===== src/hw/rtl/hsl_pkg.sv =====
// ----------------------------------------------------------------------------
// HSL converter package
// Widths, sector codes and inter-stage transaction records shared by the
// HSL to RGB pipeline.
// ----------------------------------------------------------------------------
`default_nettype none

package hsl_pkg;

   localparam int unsigned HueWidth   = 9;
   localparam int unsigned PctWidth   = 7;
   localparam int unsigned ByteWidth  = 8;
   localparam int unsigned SpanWidth  = 7;   // 100 - |2L - 100|, 0..100
   localparam int unsigned FoldWidth  = 6;   // 60 - |h mod 120 - 60|, 0..60
   localparam int unsigned ChromaWidth = 14; // span * S, 0..10000
   localparam int unsigned NumWidth   = 20;  // numerators over 600000
   localparam int unsigned ScaledWidth = 18; // (num * 17) >> 6
   localparam int unsigned ProdWidth  = 37;

   localparam logic [HueWidth-1:0] HueMax = 9'd359;
   localparam logic [PctWidth-1:0] PctMax = 7'd100;

   // ceil(2^28 / 625): exact floor(u / 625) for u below 2^18
   localparam logic [ProdWidth-1:0] RecipMul = 37'd429497;
   localparam int unsigned RecipShift = 28;

   typedef enum logic [5:0] {
      SEC_RED_YEL = 6'b000001,
      SEC_YEL_GRN = 6'b000010,
      SEC_GRN_CYN = 6'b000100,
      SEC_CYN_BLU = 6'b001000,
      SEC_BLU_MAG = 6'b010000,
      SEC_MAG_RED = 6'b100000
   } sector_type;

   typedef struct packed {
      logic                   valid;
      logic [ChromaWidth-1:0] chroma;
      logic [FoldWidth-1:0]   fold;
      logic [PctWidth-1:0]    light;
      sector_type             sector;
      logic [ByteWidth-1:0]   alpha;
   } front_type;

   typedef struct packed {
      logic                 valid;
      logic [ByteWidth-1:0] val_c;
      logic [ByteWidth-1:0] val_x;
      logic [ByteWidth-1:0] val_m;
      sector_type           sector;
      logic [ByteWidth-1:0] alpha;
   } scale_type;

endpackage

`default_nettype wire


===== src/hw/rtl/hsl_front.sv =====
// ----------------------------------------------------------------------------
// HSL front end
// Clamps the inputs, folds the hue into its sector and distance term, and
// forms the chroma numerator. Two register stages.
// ----------------------------------------------------------------------------
`default_nettype none

module hsl_front (
   input  logic                            clock,
   input  logic                            reset,
   input  logic                            in_valid,
   input  logic [hsl_pkg::HueWidth-1:0]    hue_deg,
   input  logic [hsl_pkg::PctWidth-1:0]    sat_pct,
   input  logic [hsl_pkg::PctWidth-1:0]    light_pct,
   input  logic [hsl_pkg::ByteWidth-1:0]   alpha_in,
   output hsl_pkg::front_type              front_out
);
   import hsl_pkg::*;

   logic [HueWidth-1:0]  hue_sat;
   logic [PctWidth-1:0]  sat_sat;
   logic [PctWidth-1:0]  light_sat;
   logic [PctWidth:0]    light_dbl;
   logic [HueWidth-1:0]  hue_mod;
   logic [PctWidth-1:0]  hue_rem;

   logic                 valid1_ff, valid1_in;
   logic [SpanWidth-1:0] span1_ff, span1_in;
   logic [PctWidth-1:0]  sat1_ff;
   logic [PctWidth-1:0]  light1_ff;
   logic [FoldWidth-1:0] fold1_ff, fold1_in;
   sector_type           sector1_ff, sector1_in;
   logic [ByteWidth-1:0] alpha1_ff;

   front_type            front_ff, front_in;

   always_comb begin
      hue_sat   = (hue_deg > HueMax) ? HueMax : hue_deg;
      sat_sat   = (sat_pct > PctMax) ? PctMax : sat_pct;
      light_sat = (light_pct > PctMax) ? PctMax : light_pct;

      light_dbl = {light_sat, 1'b0};
      if (light_dbl >= 8'd100) begin
         span1_in = SpanWidth'(8'd200 - light_dbl);
      end else begin
         span1_in = light_dbl[SpanWidth-1:0];
      end

      // hue mod 120 and the sixty-degree sector
      priority if (hue_sat < 9'd60) begin
         sector1_in = SEC_RED_YEL;
      end else if (hue_sat < 9'd120) begin
         sector1_in = SEC_YEL_GRN;
      end else if (hue_sat < 9'd180) begin
         sector1_in = SEC_GRN_CYN;
      end else if (hue_sat < 9'd240) begin
         sector1_in = SEC_CYN_BLU;
      end else if (hue_sat < 9'd300) begin
         sector1_in = SEC_BLU_MAG;
      end else begin
         sector1_in = SEC_MAG_RED;
      end

      priority if (hue_sat < 9'd120) begin
         hue_mod = hue_sat;
      end else if (hue_sat < 9'd240) begin
         hue_mod = hue_sat - 9'd120;
      end else begin
         hue_mod = hue_sat - 9'd240;
      end
      hue_rem = hue_mod[PctWidth-1:0];

      if (hue_rem >= 7'd60) begin
         fold1_in = FoldWidth'(7'd120 - hue_rem);
      end else begin
         fold1_in = hue_rem[FoldWidth-1:0];
      end

      valid1_in = in_valid;
   end

   always_ff @(posedge clock) begin
      if (reset) begin
         valid1_ff <= 1'b0;
      end else begin
         valid1_ff <= valid1_in;
      end
      span1_ff   <= span1_in;
      sat1_ff    <= sat_sat;
      light1_ff  <= light_sat;
      fold1_ff   <= fold1_in;
      sector1_ff <= sector1_in;
      alpha1_ff  <= alpha_in;
   end

   always_comb begin
      front_in.valid  = valid1_ff;
      front_in.chroma = ChromaWidth'(span1_ff) * ChromaWidth'(sat1_ff);
      front_in.fold   = fold1_ff;
      front_in.light  = light1_ff;
      front_in.sector = sector1_ff;
      front_in.alpha  = alpha1_ff;
   end

   always_ff @(posedge clock) begin
      if (reset) begin
         front_ff.valid <= 1'b0;
      end else begin
         front_ff.valid <= front_in.valid;
      end
      front_ff.chroma <= front_in.chroma;
      front_ff.fold   <= front_in.fold;
      front_ff.light  <= front_in.light;
      front_ff.sector <= front_in.sector;
      front_ff.alpha  <= front_in.alpha;
   end

   assign front_out = front_ff;

endmodule

`default_nettype wire


===== src/hw/rtl/hsl_scale.sv =====
// ----------------------------------------------------------------------------
// HSL channel scaler
// Forms the C+M, X+M and M numerators, scales them by 255 and divides by
// the common denominator with a reciprocal multiply. Three register stages.
// ----------------------------------------------------------------------------
`default_nettype none

module hsl_scale (
   input  logic               clock,
   input  logic               reset,
   input  hsl_pkg::front_type front_in,
   output hsl_pkg::scale_type scale_out
);
   import hsl_pkg::*;

   // numerators are over 600000, the common denominator
   logic                  valid3_ff;
   logic [NumWidth-1:0]   num_c3_ff, num_c3_in;
   logic [NumWidth-1:0]   num_x3_ff, num_x3_in;
   logic [NumWidth-1:0]   num_m3_ff, num_m3_in;
   sector_type            sector3_ff;
   logic [ByteWidth-1:0]  alpha3_ff;

   logic                  valid4_ff;
   logic [ScaledWidth-1:0] u_c4_ff, u_c4_in;
   logic [ScaledWidth-1:0] u_x4_ff, u_x4_in;
   logic [ScaledWidth-1:0] u_m4_ff, u_m4_in;
   sector_type            sector4_ff;
   logic [ByteWidth-1:0]  alpha4_ff;

   logic [NumWidth:0]     light_term;
   logic [NumWidth:0]     chroma30;
   logic [NumWidth:0]     mix_x;
   logic [24:0]           t_c, t_x, t_m;
   logic [ProdWidth-1:0]  p_c, p_x, p_m;

   scale_type             scale_ff, scale_in;

   // stage 3: numerators
   always_comb begin
      light_term = (NumWidth+1)'(front_in.light) * 21'd6000;
      chroma30   = (NumWidth+1)'(front_in.chroma) * 21'd30;
      mix_x      = (NumWidth+1)'(front_in.chroma) * (NumWidth+1)'(front_in.fold)
                   + light_term - chroma30;
      num_c3_in  = NumWidth'(light_term + chroma30);
      num_m3_in  = NumWidth'(light_term - chroma30);
      num_x3_in  = mix_x[NumWidth-1:0];
   end

   always_ff @(posedge clock) begin
      if (reset) begin
         valid3_ff <= 1'b0;
      end else begin
         valid3_ff <= front_in.valid;
      end
      num_c3_ff  <= num_c3_in;
      num_x3_ff  <= num_x3_in;
      num_m3_ff  <= num_m3_in;
      sector3_ff <= front_in.sector;
      alpha3_ff  <= front_in.alpha;
   end

   // stage 4: times 17, drop the power-of-two part of 40000
   always_comb begin
      t_c = 25'(num_c3_ff) * 25'd17;
      t_x = 25'(num_x3_ff) * 25'd17;
      t_m = 25'(num_m3_ff) * 25'd17;
      u_c4_in = t_c[ScaledWidth+5:6];
      u_x4_in = t_x[ScaledWidth+5:6];
      u_m4_in = t_m[ScaledWidth+5:6];
   end

   always_ff @(posedge clock) begin
      if (reset) begin
         valid4_ff <= 1'b0;
      end else begin
         valid4_ff <= valid3_ff;
      end
      u_c4_ff    <= u_c4_in;
      u_x4_ff    <= u_x4_in;
      u_m4_ff    <= u_m4_in;
      sector4_ff <= sector3_ff;
      alpha4_ff  <= alpha3_ff;
   end

   // stage 5: divide by 625 through the reciprocal
   always_comb begin
      p_c = ProdWidth'(u_c4_ff) * RecipMul;
      p_x = ProdWidth'(u_x4_ff) * RecipMul;
      p_m = ProdWidth'(u_m4_ff) * RecipMul;
      scale_in.valid  = valid4_ff;
      scale_in.val_c  = p_c[RecipShift+ByteWidth-1:RecipShift];
      scale_in.val_x  = p_x[RecipShift+ByteWidth-1:RecipShift];
      scale_in.val_m  = p_m[RecipShift+ByteWidth-1:RecipShift];
      scale_in.sector = sector4_ff;
      scale_in.alpha  = alpha4_ff;
   end

   always_ff @(posedge clock) begin
      if (reset) begin
         scale_ff.valid <= 1'b0;
      end else begin
         scale_ff.valid <= scale_in.valid;
      end
      scale_ff.val_c  <= scale_in.val_c;
      scale_ff.val_x  <= scale_in.val_x;
      scale_ff.val_m  <= scale_in.val_m;
      scale_ff.sector <= scale_in.sector;
      scale_ff.alpha  <= scale_in.alpha;
   end

   assign scale_out = scale_ff;

endmodule

`default_nettype wire


===== src/hw/rtl/hsl_to_rgb_converter.sv =====
// ----------------------------------------------------------------------------
// HSL to RGB converter
// Pipelined conversion of hue, saturation and lightness to 8-bit RGB with
// alpha passed through.
// ----------------------------------------------------------------------------
//
// The converter takes one transaction in every clock cycle: busy is always
// low, so each cycle with start high enters a new pixel. Each result appears
// on the rsp_ ports for exactly one cycle, marked by rsp_valid, once it has
// passed all pipeline stages, and in the same order. Since the receiver
// cannot stall, the six pipeline stages simply advance every cycle; nothing
// waits on the output side. The depth is set by the chroma multiply, the
// numerator multiply and the reciprocal multiply that replaces the division
// by the common denominator, each followed by its own register. Out-of-range
// hue saturates to 359 and saturation and lightness to 100. Reset flushes
// the pipeline: transactions in flight at reset are dropped.
//
`default_nettype none

module hsl_to_rgb_converter (
   input  logic                            clock,
   input  logic                            reset,
   input  logic                            start,
   output logic                            busy,
   input  logic [hsl_pkg::HueWidth-1:0]    req_hue_deg,
   input  logic [hsl_pkg::PctWidth-1:0]    req_sat_pct,
   input  logic [hsl_pkg::PctWidth-1:0]    req_light_pct,
   input  logic [hsl_pkg::ByteWidth-1:0]   req_alpha_in,
   output logic                            rsp_valid,
   output logic [hsl_pkg::ByteWidth-1:0]   rsp_red_out,
   output logic [hsl_pkg::ByteWidth-1:0]   rsp_green_out,
   output logic [hsl_pkg::ByteWidth-1:0]   rsp_blue_out,
   output logic [hsl_pkg::ByteWidth-1:0]   rsp_alpha_out
);
   import hsl_pkg::*;

   front_type            front;
   scale_type            scale;
   logic                 accept;

   logic                 valid_ff;
   logic [ByteWidth-1:0] red_ff, red_in;
   logic [ByteWidth-1:0] green_ff, green_in;
   logic [ByteWidth-1:0] blue_ff, blue_in;
   logic [ByteWidth-1:0] alpha_ff;

   // the pipeline never holds, so a transaction is taken whenever start is up
   assign busy   = 1'b0;
   assign accept = start && !busy;

   // clamp, fold the hue, form chroma
   hsl_front u_front (
      .clock     (clock),
      .reset     (reset),
      .in_valid  (accept),
      .hue_deg   (req_hue_deg),
      .sat_pct   (req_sat_pct),
      .light_pct (req_light_pct),
      .alpha_in  (req_alpha_in),
      .front_out (front)
   );

   // channel numerators and scaling to bytes
   hsl_scale u_scale (
      .clock     (clock),
      .reset     (reset),
      .front_in  (front),
      .scale_out (scale)
   );

   // route C+M, X+M and M to the channels by sixty-degree sector
   always_comb begin
      unique case (scale.sector)
         SEC_RED_YEL: begin
            red_in = scale.val_c; green_in = scale.val_x; blue_in = scale.val_m;
         end
         SEC_YEL_GRN: begin
            red_in = scale.val_x; green_in = scale.val_c; blue_in = scale.val_m;
         end
         SEC_GRN_CYN: begin
            red_in = scale.val_m; green_in = scale.val_c; blue_in = scale.val_x;
         end
         SEC_CYN_BLU: begin
            red_in = scale.val_m; green_in = scale.val_x; blue_in = scale.val_c;
         end
         SEC_BLU_MAG: begin
            red_in = scale.val_x; green_in = scale.val_m; blue_in = scale.val_c;
         end
         SEC_MAG_RED: begin
            red_in = scale.val_c; green_in = scale.val_m; blue_in = scale.val_x;
         end
         default: begin
            red_in = scale.val_c; green_in = scale.val_m; blue_in = scale.val_x;
         end
      endcase
   end

   // output register: one strobe per transaction
   always_ff @(posedge clock) begin
      if (reset) begin
         valid_ff <= 1'b0;
      end else begin
         valid_ff <= scale.valid;
      end
      red_ff   <= red_in;
      green_ff <= green_in;
      blue_ff  <= blue_in;
      alpha_ff <= scale.alpha;
   end

   assign rsp_valid     = valid_ff;
   assign rsp_red_out   = red_ff;
   assign rsp_green_out = green_ff;
   assign rsp_blue_out  = blue_ff;
   assign rsp_alpha_out = alpha_ff;

`ifndef SYNTHESIS
   // every strobe traces back to an earlier transaction
   a_strobe_origin: assert property (@(posedge clock) disable iff (reset)
      rsp_valid |-> $past(start, 6))
      else $error("result strobe without a matching transaction");

   // alpha travels alongside the color data
   a_alpha_aligned: assert property (@(posedge clock) disable iff (reset)
      rsp_valid |-> (rsp_alpha_out == $past(req_alpha_in, 6)))
      else $error("alpha misaligned with its transaction");

   // zero saturation gives gray
   a_gray_on_zero_sat: assert property (@(posedge clock) disable iff (reset)
      (rsp_valid && ($past(req_sat_pct, 6) == 7'd0)) |->
         ((rsp_red_out == rsp_green_out) && (rsp_green_out == rsp_blue_out)))
      else $error("zero saturation did not give gray");

   // the C+M channel is never below the X+M channel, nor that below M
   a_channel_order: assert property (@(posedge clock) disable iff (reset)
      scale.valid |-> ((scale.val_c >= scale.val_x) && (scale.val_x >= scale.val_m)))
      else $error("channel magnitudes out of order");
`endif

endmodule

`default_nettype wire

===== config.mk =====
export PLATFORM = sky130hd
export DESIGN_NAME = hsl_to_rgb_converter
export DESIGN_NICKNAME = d
export VERILOG_FILES = /design/src/hw/rtl/hsl_pkg.sv /design/src/hw/rtl/hsl_front.sv /design/src/hw/rtl/hsl_scale.sv /design/src/hw/rtl/hsl_to_rgb_converter.sv
export SDC_FILE = /design/constraint.sdc
export NUM_CORES = 2
export LEC_CHECK = 0
export ABC_AREA = 0
export BUFFER_PORTS_ARGS = -buffer_cell sky130_fd_sc_hd__buf_2
export CORE_UTILIZATION = 39
export CTS_CLUSTER_SIZE = 14
export DETAILED_ROUTE_END_ITERATION = 12
export GPL_ROUTABILITY_DRIVEN = 0
export GPL_TIMING_DRIVEN = 0
export PLACE_DENSITY_LB_ADDON = 0.12
export SYNTH_ARGS = -nofsm -noshare
export SYNTH_HDL_FRONTEND = slang
export SYNTH_HIERARCHICAL = 1
export SYNTH_SLANG_ARGS = --single-unit

===== constraint.sdc =====
create_clock -name clock -period 10.3 [get_ports clock]
set_input_delay 0 -clock clock [delete_from_list [all_inputs] [get_ports clock]]
set_output_delay 0 -clock clock [all_outputs]
set_load 0.02 [all_outputs]

==> results.py <==
metrics = {
    "clock_tree": {
        "cts_sinks": 294,
        "cts.clk_slew.worst_paths_ns": 0.06,
        "ctsHtreeMaxLevel": 2,
        "clock_latency_ns": 0.56,
        "postCtsSetupRepairBufs": 0,
        "cts_resized": 0,
        "cts_buffers": 37,
        "cts_root_buffer": "clkbuf_16",
        "cts_buffer_depth": 3,
        "cts_hold_buf": 39,
        "cts_tree": "built",
    },
    "floorplanning": {
        "core_sq_mm": 0.08987,
        "std_cell_rows": 110,
        "die_area_sq_mm": 0.09182,
        "ioPinCount": 68,
        "die_w_microns": 303.0,
        "fp.dieH_microns": 303.0,
        "start_util_pct": 39.32,
    },
    "layout": {
        "syn_to_final_growth_pct": 9.758,
        "nets": 4863,
        "layout_commonest_cell": "inv_1",
        "fillers": 8940,
        "layout-drive-gt1-share_pct": 4.325,
        "final_cell_mix": "inv_1 (805), ha_1 (676), fa_1 (527)",
    },
    "sta": {
        "rsz0062_at_grt": "no",
        "drv_slew": 0,
        "min_period_over_period_pct": 76.60,
        "tightest_slew_ns": 1.173,
        "timing.final.crit_period_ns": 7.889,
        "fin_tns_setup_ns": 0,
        "setup_viol": 0,
        "hold_slack_ns": 0.06460,
        "clock-skew-final_ns": 0.02723,
        "relSlewSlack_pct": 21.06,
        "clock.fmax_mhz": 126.8,
        "setup_ws_ns": 2.411,
        "final_hold_viol_count": 0,
    },
    "setup_path": {
        "slowest_stage": "dfxtp_1",
        "crit_type": "reg2reg",
        "cpPeakStageDelay_ns": 0.60,
        "endpoint_kind": "flop",
        "startpoint_type": "flop",
        "cp.required_ns": 10.70,
        "crit_path_start": "u_front/front_out[29]",
        "path_buf_inv": 2,
        "reg2reg_from": "u_front/front_out[29]",
        "worst_path_most_repeated_cell": "fa_1",
        "arrival_ns": 8.29,
        "cpLargestDelayFamily": "adder cells",
        "cp_max_fo": 9,
    },
    "logic_synthesis": {
        "synthTopCellsByArea": "fa_1 (30%), ha_1 (24%), dfxtp_1 (17%)",
        "syn_area_per_cell_sq_um": 10.14,
        "synthCells": 3484,
        "yosys_register_bits": 294,
        "synth_edf_count": 0,
        "synth_top_area_share_pct": 29.85,
        "synth-main-ff-cell": "dfxtp_1",
        "yosysWarnings": 6,
        "synth_top_area_cell": "fa_1",
        "ys_seq_area_share_pct": 16.65,
        "synth_fp_nets": 4721,
        "async_flop_share_pct": 0,
        "synth.distinct_cells": 82,
        "synth_area_sq_mm": 0.03534,
    },
    "global_route": {
        "overflow": 0,
        "grt-busiest-layer": "met2",
        "use_met2_pct": 29.71,
        "grt_max_degree": 15,
        "grt_pass1_wl_microns": 128300,
        "grt_usage_pct": 17.85,
        "grt_pass1_vias": 23860,
        "grt.met1_usage_pct": 25.41,
        "grt.met3_usage_pct": 1.504,
        "antenna_found_initial": 3,
    },
    "detailed_routing": {
        "drt-wirelength-per-cell_microns": 16.42,
        "first_iter_violations": 897,
        "viasPerCell": 4.777,
        "ant_nets": 0,
        "wl_microns": 79300,
        "firstDrtPassIters": 5,
        "drcViolationCount": 0,
        "via_count": 23070,
    },
    "worst_hold_path": {
        "worstHoldStart": "req_hue_deg[5]",
        "hp-class": "in2reg",
    },
    "placement": {
        "place_ws_ns": 2.341,
        "hpwl_microns": 69310,
        "io_buffers": 63,
    },
    "flow_run": {
        "cap_viol_max_count": 0,
    },
    "outcome": {
        "status": "completed",
    },
}
worst paths after layout:
check / slack [ns] / to / cells past startpoint
min reg2reg: 0.32 / rsp_alpha_out[2] / 0
max reg2reg: 2.41 / u_scale/num_x3_ff[19] / 26
max: 2.41 / u_scale/num_x3_ff[19] / 26
min: 0.06 / u_front/fold1_ff[0] / 4
synth_stat cells (5+ instances only):
library cell	n
inv_1	805
ha_1	676
fa_1	527
dfxtp_1	294
and2_1	120
a21oi_1	116
xnor2_1	112
nor2_1	107
nand2_1	87
o21ai_0	79
xor2_1	58
nand3_1	55
nor3_1	50
a21o_1	41
clkbuf_1	27
nand2b_1	21
o21bai_1	21
a211oi_1	20
o211ai_1	20
nor2b_1	19
o21a_1	18
or3_1	16
o21ai_1	12
a31oi_1	11
and3_1	11
a221o_1	9
nand4_1	9
nor4_1	9
o221ai_1	8
a41oi_1	6
or2_2	6
buf_2	5
nor3b_1	5
o211a_1	5
o31ai_1	5
logic make-up (layout without fill, tap and decap cells):
family	count (synthesis)	count (layout)	synth area share, %
fa+ha+maj	1203	1203	53.79
buf+inv	844	1013	9.046
mux	4	4	0.1133
compound gates	432	432	8.253
flops	294	294	16.65
xor+xnor	172	172	4.323
simple gates	533	533	7.803
other cells	2	3	0.02125
metal layers:
layer / routed length (microns) / share of wire [%]
met1: 38680 / 49
met2: 37660 / 47
met4: 1260 / 1.6
met3: 1703 / 2.1
met5: 0 / 0
area by class of cell:
class                           instances  area [sq um]  area share, %
Inverter                              807          3029          7.809
Tap cell                             1176          1471          3.793
Sequential cell                       294          5886          15.17
Multi-Input combinational cell       2346         26260          67.71
Timing Repair Buffer                  103         710.7          1.832
Antenna cell                            1         2.502       0.006451
Buffer                                 37         167.7         0.4322
Clock buffer                           44          1002          2.584
Clock inverter                         22         255.2         0.6580
worst reg2reg max path, stage by stage, from the launching register on:
cell,delay (ns)
dfxtp_1,0.60
fa_1,0.56
xor2_2,0.27
ha_1,0.22
or2_2,0.30
ha_1,0.35
a21o_1,0.19
a21oi_1,0.21
o21bai_1,0.13
a31oi_1,0.31
nor2b_1,0.09
nor2_1,0.12
xor2_1,0.48
fa_1,0.52
inv_1,0.09
fa_1,0.43
fa_1,0.49
inv_1,0.05
fa_1,0.43
ha_1,0.40
nand3_1,0.10
nand2_1,0.07
a41oi_1,0.06
a211o_1,0.34
o21a_1,0.23
o21ai_1,0.22
xnor3_1,0.48
registers in the layout (all words and copies together) (netlist names), 5 cells and up:
| register | count |
|---|---|
| rsp_alpha_out | 8 |
| rsp_blue_out | 8 |
| rsp_green_out | 8 |
| rsp_red_out | 8 |
| u_front/alpha1_ff | 8 |
| u_front/fold1_ff | 6 |
| u_front/front_out | 41 |
| u_front/light1_ff | 7 |
| u_front/sat1_ff | 7 |
| u_front/sector1_ff | 6 |
| u_front/span1_ff | 5 |
| u_scale/alpha3_ff | 8 |
| u_scale/alpha4_ff | 8 |
| u_scale/num_c3_ff | 19 |
| u_scale/num_m3_ff | 18 |
| u_scale/num_x3_ff | 20 |
| u_scale/scale_out | 39 |
| u_scale/sector3_ff | 6 |
| u_scale/sector4_ff | 6 |
| u_scale/u_c4_ff | 18 |
| u_scale/u_m4_ff | 18 |
| u_scale/u_x4_ff | 18 |
stage by stage:
step / util (%) / instances / area [sq um]
floorplan: - / 3484 / 35340
global placement: 41.31 / 4723 / 37130
detailed placement: 41.31 / 4723 / 37130
CTS: 43.14 / 4828 / 38770
global route: 43.16 / 4829 / 38790
finish: 43.16 / 4830 / 38790
Power is not shown: default switching activity piles up to over one toggle a cycle in this logic, so the estimate is an artifact.
